$ cat src/rtl/ttc_pkg.sv
package ttc_pkg;

  localparam int WINDOW  = 16;
  localparam int WIN_AW  = (WINDOW > 1) ? $clog2(WINDOW) : 1;
  localparam int FILL_W  = $clog2(WINDOW + 1);
  localparam int SUM_W   = $clog2(255 * WINDOW + 1);
  localparam int SPEED_W = 8;
  localparam int ALT_W   = 15;
  localparam int TAG_W   = 32;
  localparam int LINE_W  = 24;
  localparam int QDEPTH  = 4;
  localparam int QAW     = $clog2(QDEPTH);

  localparam logic [LINE_W-1:0]  LINE_MAX      = {LINE_W{1'b1}};
  localparam logic [SPEED_W-1:0] MIN_SPEED_RST = 8'd5;
  localparam logic [WIN_AW-1:0]  LAST_IDX      = WIN_AW'(WINDOW - 1);

  typedef enum logic {
    OP_SAMPLE = 1'b0,
    OP_CLEAR  = 1'b1
  } op_t;

  typedef enum logic [1:0] {
    CMD_CLEAR = 2'd0,
    CMD_STOP  = 2'd1,
    CMD_LINE  = 2'd2,
    CMD_START = 2'd3
  } cmd_kind_t;

  typedef enum logic [1:0] {
    KIND_CLEARED = 2'd0,
    KIND_HEADER  = 2'd1,
    KIND_LINE    = 2'd2,
    KIND_STOPPED = 2'd3
  } kind_t;

  typedef enum logic {
    BK_IDLE = 1'b0,
    BK_SCAN = 1'b1
  } bk_state_t;

  typedef struct packed {
    cmd_kind_t               kind;
    logic [TAG_W-1:0]        tag;
    logic signed [ALT_W-1:0] alt;
    logic                    any_moving;
    logic [WIN_AW-1:0]       start_slot;
  } cmd_t;

  typedef struct packed {
    logic [SPEED_W-1:0] speed;
    logic [TAG_W-1:0]   tag;
  } win_rd_t;

endpackage

$ cat src/rtl/ttc_front.sv
module ttc_front (
  input  logic                      clk,
  input  logic                      rst_n,
  input  logic                      in_valid,
  output logic                      in_ready,
  input  logic                      in_op,
  input  logic                      in_has_fix,
  input  logic [7:0]                in_speed_knots,
  input  logic signed [14:0]        in_altitude_m,
  input  logic [31:0]               in_record_tag,
  input  logic                      cfg_valid,
  output logic                      cfg_ready,
  input  logic [7:0]                cfg_data,
  input  logic                      q_full,
  output logic                      q_push,
  output ttc_pkg::cmd_t             q_cmd,
  input  logic [ttc_pkg::WIN_AW-1:0] rd_slot,
  output ttc_pkg::win_rd_t          rd_data,
  input  logic                      replay_done
);

  logic [ttc_pkg::SPEED_W-1:0] spd_mem_r [ttc_pkg::WINDOW];
  logic [ttc_pkg::TAG_W-1:0]   tag_mem_r [ttc_pkg::WINDOW];

  logic [ttc_pkg::WIN_AW-1:0] wslot_r, wslot_nxt;
  logic [ttc_pkg::FILL_W-1:0] fill_r, fill_nxt;
  logic [ttc_pkg::SUM_W-1:0]  sum_r, sum_nxt;
  logic                       rec_r, rec_nxt;
  logic                       start_pend_r, start_pend_nxt;
  logic [ttc_pkg::SPEED_W-1:0] min_speed_r;

  logic [ttc_pkg::WIN_AW-1:0] rd_addr;
  logic [ttc_pkg::SUM_W-1:0]  thresh;
  logic                       accept, clear, sample, full, full_now, below;

  assign rd_addr       = start_pend_r ? rd_slot : wslot_r;
  assign rd_data.speed = spd_mem_r[rd_addr];
  assign rd_data.tag   = tag_mem_r[rd_addr];

  assign cfg_ready = 1'b1;
  assign in_ready  = !q_full && !start_pend_r;
  assign accept    = in_valid && in_ready;
  assign clear     = accept && (in_op == ttc_pkg::OP_CLEAR);
  assign sample    = accept && (in_op == ttc_pkg::OP_SAMPLE) && in_has_fix;

  assign full     = (fill_r == ttc_pkg::FILL_W'(ttc_pkg::WINDOW));
  assign full_now = full || (fill_r == ttc_pkg::FILL_W'(ttc_pkg::WINDOW - 1));
  assign thresh   = ttc_pkg::SUM_W'(min_speed_r * ttc_pkg::WINDOW);
  assign below    = (sum_nxt < thresh);

  always_comb begin
    sum_nxt   = sum_r;
    wslot_nxt = wslot_r;
    fill_nxt  = fill_r;
    if (sample) begin
      sum_nxt = sum_r - (full ? ttc_pkg::SUM_W'(rd_data.speed) : '0)
                + ttc_pkg::SUM_W'(in_speed_knots);
      wslot_nxt = (wslot_r == ttc_pkg::LAST_IDX) ? '0 : wslot_r + 1'b1;
      fill_nxt  = full ? fill_r : fill_r + 1'b1;
    end
  end

  always_comb begin
    q_push           = 1'b0;
    q_cmd.kind       = ttc_pkg::CMD_CLEAR;
    q_cmd.tag        = in_record_tag;
    q_cmd.alt        = in_altitude_m;
    q_cmd.any_moving = (sum_nxt != '0);
    q_cmd.start_slot = wslot_nxt;
    rec_nxt          = rec_r;
    start_pend_nxt   = start_pend_r && !replay_done;
    if (clear) begin
      q_push = 1'b1;
    end else if (sample && full_now) begin
      if (below) begin
        if (rec_r) begin
          q_push     = 1'b1;
          q_cmd.kind = ttc_pkg::CMD_STOP;
          rec_nxt    = 1'b0;
        end
      end else if (!rec_r) begin
        q_push         = 1'b1;
        q_cmd.kind     = ttc_pkg::CMD_START;
        rec_nxt        = 1'b1;
        start_pend_nxt = 1'b1;
      end else begin
        q_push     = 1'b1;
        q_cmd.kind = ttc_pkg::CMD_LINE;
      end
    end
  end

  always_ff @(posedge clk) begin
    if (sample) begin
      spd_mem_r[wslot_r] <= in_speed_knots;
      tag_mem_r[wslot_r] <= in_record_tag;
    end
  end

  always_ff @(posedge clk) begin
    if (!rst_n) begin
      wslot_r      <= '0;
      fill_r       <= '0;
      sum_r        <= '0;
      rec_r        <= 1'b0;
      start_pend_r <= 1'b0;
      min_speed_r  <= ttc_pkg::MIN_SPEED_RST;
    end else begin
      wslot_r      <= wslot_nxt;
      fill_r       <= fill_nxt;
      sum_r        <= sum_nxt;
      rec_r        <= rec_nxt;
      start_pend_r <= start_pend_nxt;
      if (cfg_valid && cfg_ready) begin
        min_speed_r <= cfg_data;
      end
    end
  end

endmodule

$ cat src/rtl/ttc_queue.sv
module ttc_queue (
  input  logic          clk,
  input  logic          rst_n,
  input  logic          push,
  input  ttc_pkg::cmd_t push_data,
  output logic          full,
  input  logic          pop,
  output logic          valid,
  output ttc_pkg::cmd_t pop_data
);

  ttc_pkg::cmd_t         mem_r [ttc_pkg::QDEPTH];
  logic [ttc_pkg::QAW-1:0] wr_ptr_r, rd_ptr_r;
  logic [ttc_pkg::QAW:0]   cnt_r;

  assign full     = (cnt_r == (ttc_pkg::QAW+1)'(ttc_pkg::QDEPTH));
  assign valid    = (cnt_r != '0);
  assign pop_data = mem_r[rd_ptr_r];

  always_ff @(posedge clk) begin
    if (push) begin
      mem_r[wr_ptr_r] <= push_data;
    end
  end

  always_ff @(posedge clk) begin
    if (!rst_n) begin
      wr_ptr_r <= '0;
      rd_ptr_r <= '0;
      cnt_r    <= '0;
    end else begin
      if (push) begin
        wr_ptr_r <= wr_ptr_r + 1'b1;
      end
      if (pop) begin
        rd_ptr_r <= rd_ptr_r + 1'b1;
      end
      if (push && !pop) begin
        cnt_r <= cnt_r + 1'b1;
      end else if (pop && !push) begin
        cnt_r <= cnt_r - 1'b1;
      end
    end
  end

endmodule

$ cat src/rtl/ttc_back.sv
module ttc_back (
  input  logic                       clk,
  input  logic                       rst_n,
  input  logic                       q_valid,
  input  ttc_pkg::cmd_t              q_cmd,
  output logic                       q_pop,
  output logic [ttc_pkg::WIN_AW-1:0] rd_slot,
  input  ttc_pkg::win_rd_t           rd_data,
  output logic                       replay_done,
  output logic                       out_valid,
  input  logic                       out_ready,
  output logic [1:0]                 out_kind,
  output logic [31:0]                out_line_tag,
  output logic [23:0]                out_lines_written,
  output logic signed [14:0]         out_peak_altitude,
  output logic                       out_results_ready,
  output logic                       out_last
);

  ttc_pkg::bk_state_t state_r, state_nxt;

  logic [ttc_pkg::WIN_AW-1:0] slot_r, slot_nxt;
  logic [ttc_pkg::WIN_AW-1:0] idx_r, idx_nxt;
  logic                       moving_r, moving_nxt;
  logic [ttc_pkg::TAG_W-1:0]  prev_tag_r, prev_tag_nxt;
  logic [ttc_pkg::LINE_W-1:0] lines_r, lines_nxt, lines_inc;
  logic signed [ttc_pkg::ALT_W-1:0] peak_r, peak_nxt;
  logic                       done_r, done_nxt;

  logic                       ov_r, ov_nxt;
  ttc_pkg::kind_t             okind_r, okind_nxt;
  logic [ttc_pkg::TAG_W-1:0]  otag_r, otag_nxt;
  logic                       olast_r, olast_nxt;
  logic [ttc_pkg::LINE_W-1:0] olines_r;
  logic signed [ttc_pkg::ALT_W-1:0] opeak_r;
  logic                       odone_r;

  logic can_emit, at_end, emit_cur, emit_prev, skip;

  assign can_emit  = !ov_r || out_ready;
  assign q_pop     = (state_r == ttc_pkg::BK_IDLE) && q_valid && can_emit;
  assign rd_slot   = slot_r;
  assign at_end    = (idx_r == ttc_pkg::LAST_IDX);
  assign lines_inc = (lines_r == ttc_pkg::LINE_MAX) ? lines_r : lines_r + 1'b1;

  assign emit_cur  = moving_r || ((rd_data.speed != '0) && (idx_r == '0));
  assign emit_prev = !moving_r && (rd_data.speed != '0) && (idx_r != '0);
  assign skip      = !moving_r && (rd_data.speed == '0);

  always_comb begin
    state_nxt = state_r;
    case (state_r)
      ttc_pkg::BK_IDLE: begin
        if (q_pop && (q_cmd.kind == ttc_pkg::CMD_START) && q_cmd.any_moving) begin
          state_nxt = ttc_pkg::BK_SCAN;
        end
      end
      ttc_pkg::BK_SCAN: begin
        if (can_emit && at_end && (emit_cur || skip)) begin
          state_nxt = ttc_pkg::BK_IDLE;
        end
      end
      default: state_nxt = ttc_pkg::BK_IDLE;
    endcase
  end

  always_comb begin
    slot_nxt     = slot_r;
    idx_nxt      = idx_r;
    moving_nxt   = moving_r;
    prev_tag_nxt = prev_tag_r;
    lines_nxt    = lines_r;
    peak_nxt     = peak_r;
    done_nxt     = done_r;
    replay_done  = 1'b0;
    ov_nxt       = ov_r && !out_ready;
    okind_nxt    = okind_r;
    otag_nxt     = otag_r;
    olast_nxt    = olast_r;
    case (state_r)
      ttc_pkg::BK_IDLE: begin
        if (q_pop) begin
          ov_nxt    = 1'b1;
          otag_nxt  = '0;
          olast_nxt = 1'b1;
          case (q_cmd.kind)
            ttc_pkg::CMD_CLEAR: begin
              okind_nxt = ttc_pkg::KIND_CLEARED;
              lines_nxt = '0;
              peak_nxt  = '0;
              done_nxt  = 1'b0;
            end
            ttc_pkg::CMD_STOP: begin
              okind_nxt = ttc_pkg::KIND_STOPPED;
              done_nxt  = 1'b1;
            end
            ttc_pkg::CMD_LINE: begin
              okind_nxt = ttc_pkg::KIND_LINE;
              otag_nxt  = q_cmd.tag;
              lines_nxt = lines_inc;
              if (q_cmd.alt > peak_r) begin
                peak_nxt = q_cmd.alt;
              end
            end
            ttc_pkg::CMD_START: begin
              okind_nxt   = ttc_pkg::KIND_HEADER;
              olast_nxt   = !q_cmd.any_moving;
              replay_done = !q_cmd.any_moving;
              slot_nxt    = q_cmd.start_slot;
              idx_nxt     = '0;
              moving_nxt  = 1'b0;
            end
            default: okind_nxt = ttc_pkg::KIND_CLEARED;
          endcase
        end
      end
      ttc_pkg::BK_SCAN: begin
        if (can_emit) begin
          if (emit_prev) begin
            moving_nxt = 1'b1;
            lines_nxt  = lines_inc;
            ov_nxt     = 1'b1;
            okind_nxt  = ttc_pkg::KIND_LINE;
            otag_nxt   = prev_tag_r;
            olast_nxt  = 1'b0;
          end else begin
            if (emit_cur) begin
              moving_nxt = 1'b1;
              lines_nxt  = lines_inc;
              ov_nxt     = 1'b1;
              okind_nxt  = ttc_pkg::KIND_LINE;
              otag_nxt   = rd_data.tag;
              olast_nxt  = at_end;
            end
            prev_tag_nxt = rd_data.tag;
            if (at_end) begin
              replay_done = 1'b1;
            end else begin
              idx_nxt  = idx_r + 1'b1;
              slot_nxt = (slot_r == ttc_pkg::LAST_IDX) ? '0 : slot_r + 1'b1;
            end
          end
        end
      end
      default: replay_done = 1'b0;
    endcase
  end

  always_ff @(posedge clk) begin
    slot_r     <= slot_nxt;
    idx_r      <= idx_nxt;
    prev_tag_r <= prev_tag_nxt;
    okind_r    <= okind_nxt;
    otag_r     <= otag_nxt;
    olast_r    <= olast_nxt;
    if (ov_nxt && !(ov_r && !out_ready)) begin
      olines_r <= lines_nxt;
      opeak_r  <= peak_nxt;
      odone_r  <= done_nxt;
    end
  end

  always_ff @(posedge clk) begin
    if (!rst_n) begin
      state_r  <= ttc_pkg::BK_IDLE;
      moving_r <= 1'b0;
      lines_r  <= '0;
      peak_r   <= '0;
      done_r   <= 1'b0;
      ov_r     <= 1'b0;
    end else begin
      state_r  <= state_nxt;
      moving_r <= moving_nxt;
      lines_r  <= lines_nxt;
      peak_r   <= peak_nxt;
      done_r   <= done_nxt;
      ov_r     <= ov_nxt;
    end
  end

  assign out_valid         = ov_r;
  assign out_kind          = okind_r;
  assign out_line_tag      = otag_r;
  assign out_lines_written = olines_r;
  assign out_peak_altitude = opeak_r;
  assign out_results_ready = odone_r;
  assign out_last          = olast_r;

endmodule

$ cat src/rtl/takeoff_triggered_track_capture_unit.sv
// channel   direction  handshake             word
// in_*      input      in_valid / in_ready   op, fix, speed, altitude, tag
// out_*     output     out_valid / out_ready kind, tag, lines, peak, ready, last
// cfg_*     input      cfg_valid / cfg_ready min_speed write data
//
// A clear, stop or track-line word leaves the back end as a single output word.
// A takeoff yields a header word, then any line words replayed from the window;
// input stalls during the replay. The front end accepts one word per cycle
// while the 4-entry command queue has room and no takeoff replay is pending.
// Reset is synchronous, active low; window contents are not reset.
module takeoff_triggered_track_capture_unit (
  input  logic               clk,
  input  logic               rst_n,
  input  logic               in_valid,
  output logic               in_ready,
  input  logic               in_op,
  input  logic               in_has_fix,
  input  logic [7:0]         in_speed_knots,
  input  logic signed [14:0] in_altitude_m,
  input  logic [31:0]        in_record_tag,
  output logic               out_valid,
  input  logic               out_ready,
  output logic [1:0]         out_kind,
  output logic [31:0]        out_line_tag,
  output logic [23:0]        out_lines_written,
  output logic signed [14:0] out_peak_altitude,
  output logic               out_results_ready,
  output logic               out_last,
  input  logic               cfg_valid,
  output logic               cfg_ready,
  input  logic [7:0]         cfg_data
);

  ttc_pkg::cmd_t              push_cmd, pop_cmd;
  ttc_pkg::win_rd_t           rd_data;
  logic [ttc_pkg::WIN_AW-1:0] rd_slot;
  logic                       q_full, q_push, q_pop, q_valid, replay_done;

  ttc_front u_front (
    .clk            (clk),
    .rst_n          (rst_n),
    .in_valid       (in_valid),
    .in_ready       (in_ready),
    .in_op          (in_op),
    .in_has_fix     (in_has_fix),
    .in_speed_knots (in_speed_knots),
    .in_altitude_m  (in_altitude_m),
    .in_record_tag  (in_record_tag),
    .cfg_valid      (cfg_valid),
    .cfg_ready      (cfg_ready),
    .cfg_data       (cfg_data),
    .q_full         (q_full),
    .q_push         (q_push),
    .q_cmd          (push_cmd),
    .rd_slot        (rd_slot),
    .rd_data        (rd_data),
    .replay_done    (replay_done)
  );

  ttc_queue u_queue (
    .clk       (clk),
    .rst_n     (rst_n),
    .push      (q_push),
    .push_data (push_cmd),
    .full      (q_full),
    .pop       (q_pop),
    .valid     (q_valid),
    .pop_data  (pop_cmd)
  );

  ttc_back u_back (
    .clk               (clk),
    .rst_n             (rst_n),
    .q_valid           (q_valid),
    .q_cmd             (pop_cmd),
    .q_pop             (q_pop),
    .rd_slot           (rd_slot),
    .rd_data           (rd_data),
    .replay_done       (replay_done),
    .out_valid         (out_valid),
    .out_ready         (out_ready),
    .out_kind          (out_kind),
    .out_line_tag      (out_line_tag),
    .out_lines_written (out_lines_written),
    .out_peak_altitude (out_peak_altitude),
    .out_results_ready (out_results_ready),
    .out_last          (out_last)
  );

endmodule

$ cat config.mk
export PLATFORM = sky130hd
export DESIGN_NAME = takeoff_triggered_track_capture_unit
export DESIGN_NICKNAME = d
export VERILOG_FILES = /design/src/rtl/ttc_pkg.sv /design/src/rtl/ttc_front.sv /design/src/rtl/ttc_queue.sv /design/src/rtl/ttc_back.sv /design/src/rtl/takeoff_triggered_track_capture_unit.sv
export SDC_FILE = /design/constraint.sdc
export NUM_CORES = 1
export LEC_CHECK = 0
export ABC_CLOCK_PERIOD_IN_PS = 13400
export BUFFER_PORTS_ARGS = -buffer_cell sky130_fd_sc_hd__buf_2
export CORE_MARGIN = 2
export CORE_UTILIZATION = 50
export DETAILED_ROUTE_END_ITERATION = 8
export MAX_ROUTING_LAYER = met4
export PLACE_DENSITY = 0.66
export SLEW_MARGIN = 20
export SYNTH_ARGS = -nofsm -noshare
export SYNTH_HDL_FRONTEND = slang
export SYNTH_SLANG_ARGS = --single-unit
$ cat constraint.sdc
create_clock -name clk -period 13.4 [get_ports clk]
set_input_delay 1.34 -clock clk [delete_from_list [all_inputs] [get_ports clk]]
set_output_delay 1.34 -clock clk [all_outputs]
set_load 0.01 [all_outputs]
==> impl_metrics.json <==
{
  "hold_end": "u_front.sum_r[1]",
  "cp.required_ns": 13.98,
  "synth_edf_count": 971,
  "leakage_nw": 17.0,
  "setup.worst_path.class": "flip-flop to flip-flop",
  "crit_slowest_cell": "dfxtp_1",
  "synth_nets": 3209,
  "insertion_delay_ns": 0.69,
  "finalInstanceArea_mm2": 0.0489,
  "numClockSinks": 1054,
  "setup_viol": 0,
  "setup_tns_ns": 0,
  "crit_path_end_kind": "flip-flop",
  "max_slew_margin_pct": 30.6,
  "clk_pin_slew_ns": 0.06,
  "min_period_ns": 9.14,
  "dieArea_mm2": 0.0894,
  "hold_buffers": 0,
  "grt_pass1_wl_mm": 160,
  "start_util_pct": 50.3,
  "grt_pass1_vias": 26400,
  "routed_wl_mm": 106,
  "post-route-util_pct": 56.5,
  "antenna_found_initial": 4,
  "cts_made_buffers": 106,
  "cts_tree": "yes",
  "fillers": 6747,
  "core_mm2": 0.0865,
  "synth_cells": 3076,
  "post_cts_resize_count": 0,
  "dpl.hpwl_mm": 57.5,
  "period_share_pct": 68.2,
  "cpMostUsedCell": "ha_1",
  "hp-start": "u_front.sum_r[1]",
  "syn_area_per_cell_um2": 14.1,
  "yosysTopAreaCell": "edfxtp_1",
  "io_pins": 148,
  "slew_viol_final": 0,
  "synth_top_flop_cell": "edfxtp_1",
  "cts.path.max_buffers": 3,
  "grt_start_max_net_pins": 129,
  "ys_async_sr_fraction_pct": 0,
  "drt_pass1_iterations": 5,
  "r2r_end": "u_queue.cnt_r[2]",
  "tightest_slew_ns": 1.04,
  "yosysUniqueCellTypes": 77,
  "status": "complete, no violations",
  "postPlaceCellArea_mm2": 0.0455,
  "vias": 26500,
  "post-cts-setup-buffers": 0,
  "slowest_delay_ns": 0.82,
  "min_path_type": "flip-flop to flip-flop",
  "drc": 0,
  "die_w_um": 299,
  "grt-ovfl-total": 0,
  "track_usage_pct": 24.2,
  "start_kind": "flip-flop",
  "drive_above_1_share_pct": 15.6,
  "ys_top_cells_by_area": "edfxtp_1 67%, nand2_1 5.1%, mux4_2 4.4%",
  "drt_iter0_markers": 2469,
  "wl_per_cell_um": 23.7,
  "yosys.area.top_type_share_pct": 67.0,
  "drv_cap": 0,
  "globalplace.congestion": 0.906,
  "holdPathStages": 2,
  "ant_nets": 0,
  "power.density_mw_per_mm2": 166,
  "reg2reg_depth": 30,
  "portBuffers": 146,
  "die_y_um": 299,
  "yosysSeqAreaShare_pct": 70.9,
  "num_rows": 108,
  "r2r-start": "u_front.start_pend_r",
  "cp.arrival_ns": 9.72,
  "yosysWarnings": 0,
  "r2r_slack_ns": 4.26,
  "clock.fmax_mhz": 109,
  "syn2layout_area_growth_pct": 12.4,
  "skew_ns": 0.0404,
  "synth_area_mm2": 0.0435,
  "final_nets": 3338,
  "root_buffer": "clkbuf_16",
  "cts_max_level": 3,
  "synth.ff_latch_count": 1054,
  "vias_per_cell": 5.95,
  "critPathMaxFanout": 81,
  "ir_drop_mv": 0.114,
  "final-hold-violation-count": 0,
  "rsz0062_at_grt": "no"
}
report_power, final:
part / internal [mW] / switching [mW] / leakage [nW]
sequential: 3.86 / 0.0907 / 9.52
clock: 1.62 / 1.21 / 1.62
combinational: 0.479 / 0.865 / 5.83
critical path, delay by kind of cell, from the launching register on:
kind	cells	cell delay [ns]
adder cells (fa/ha/maj)	6	1.64
buffers and inverters	4	0.99
AO/OA/AOI/OAI	11	2.74
flip-flops	1	0.82
XOR/XNOR	2	0.42
AND/OR/NAND/NOR	3	0.59
multiplexers	4	1.83
cell usage after synthesis, drive strengths merged (4+ instances only):
cell,instances
or2,4
inv,98
o211ai,18
ha,54
nor3,31
nand2b,7
a211oi,15
or3,9
nand4,14
a31oi,42
a21o,10
nor4,9
a31o,4
nand2,589
fa,9
mux2,44
clkbuf,148
nor2b,6
xor2,14
edfxtp,971
xnor2,10
o22ai,4
o21a,8
nor2,84
mux2i,40
a311oi,64
o31ai,4
buf,31
o21ai,54
and3,50
nand3,289
nor3b,4
and2,42
mux4,85
dfxtp,83
and4,11
a21oi,50
a22o,33
layout make-up:
class | instances | area, µm² | share of cell area [%]
clock buffers | 142 | 2910 | 5.95
flip-flops and latches | 1054 | 30800 | 63.1
well taps | 1155 | 1450 | 2.96
multi-input cells | 1744 | 11800 | 24.0
diodes | 5 | 12.5 | 0.0256
clock inverters | 50 | 415 | 0.850
repair buffers | 200 | 1150 | 2.35
inverters | 99 | 372 | 0.760
cell families (layout without fill, tap and decap cells):
family	Yosys count	in the layout	share of synthesized area, %
xor gates and xnor gates	24	24	0.483
adders and majority gates	63	63	1.97
muxes	169	169	6.63
other	1	6	0.00862
AOI/OAI and AO/OA	330	330	5.35
DFF	1054	1054	70.9
buffers and inverters	278	491	2.57
and+or+nand+nor	1157	1157	12.1
registers in the layout, indices dropped and copies added (netlist names), 2 cells and up, named ones only:
| register | count |
|---|---|
| u_front.min_speed_r | 8 |
| u_back.out_line_tag | 32 |
| u_back.out_lines_written | 24 |
| u_front.sum_r | 12 |
| u_back.lines_r | 24 |
| u_queue.cnt_r | 3 |
| u_back.rd_slot | 4 |
| u_back.prev_tag_r | 32 |
| u_queue.mem_r | 216 |
| u_front.wslot_r | 4 |
| u_front.tag_mem_r | 512 |
| u_queue.wr_ptr_r | 2 |
| u_back.out_kind | 2 |
| u_queue.rd_ptr_r | 2 |
| u_front.spd_mem_r | 128 |
| u_back.peak_r | 15 |
| u_back.idx_r | 4 |
| u_back.out_peak_altitude | 15 |
| u_front.fill_r | 5 |
per-layer routing:
metal	vias up	track usage, %	part of all wire [%]
li1	11800	-	-
met1	13500	31.5	41
met2	1075	40.1	50
met3	154	2.91	6.8
met4	0	7.19	2.1
met5	-	-	0
stage by stage:
step | power (mW) | worst slack, ns | hold slack [ns] | instances
after floorplan | 4.85 | 6.06 | 0.441 | 3076
after global placement | 5.34 | 4.55 | 0.457 | 4252
after detailed placement | 5.37 | 4.37 | 0.480 | 4252
after CTS | 8.18 | 4.32 | 0.489 | 4444
after global routing | 8.44 | 3.50 | 0.510 | 4447
final | 8.13 | 4.26 | 0.486 | 4449
worst max path at each step:
stage,startpoint,end,cells after the start
detailed placement,u_front.start_pend_r,u_queue.cnt_r[2],30
finish,u_front.start_pend_r,u_queue.cnt_r[2],30
global route,u_front.start_pend_r,u_queue.cnt_r[2],30
floorplan,u_front.start_pend_r,u_queue.mem_r[0][0],27
global placement,u_front.start_pend_r,u_queue.cnt_r[2],30
CTS,u_front.start_pend_r,u_queue.cnt_r[2],30
placed cells by master (no fill, tap or decap), types with 11 or more instances in the layout:
master / count
a21oi_1: 49
nor2_4: 13
mux2_2: 14
o211ai_1: 18
clkinv_2: 14
mux4_2: 85
and2_1: 38
nand2_1: 586
nand3_1: 289
mux2_4: 19
and4_1: 11
a311oi_1: 64
edfxtp_1: 971
ha_1: 54
buf_2: 146
xor2_1: 14
a22o_1: 33
clkbuf_1: 26
o21ai_0: 49
clkbuf_16: 108
buf_4: 53
clkinv_1: 23
nand4_1: 14
and3_1: 50
inv_1: 97
mux2i_1: 36
a31oi_1: 42
nor3_1: 25
nor2_1: 70
dfxtp_1: 80
a211oi_1: 14
No activity file was read; power rests on OpenSTA's default activity.
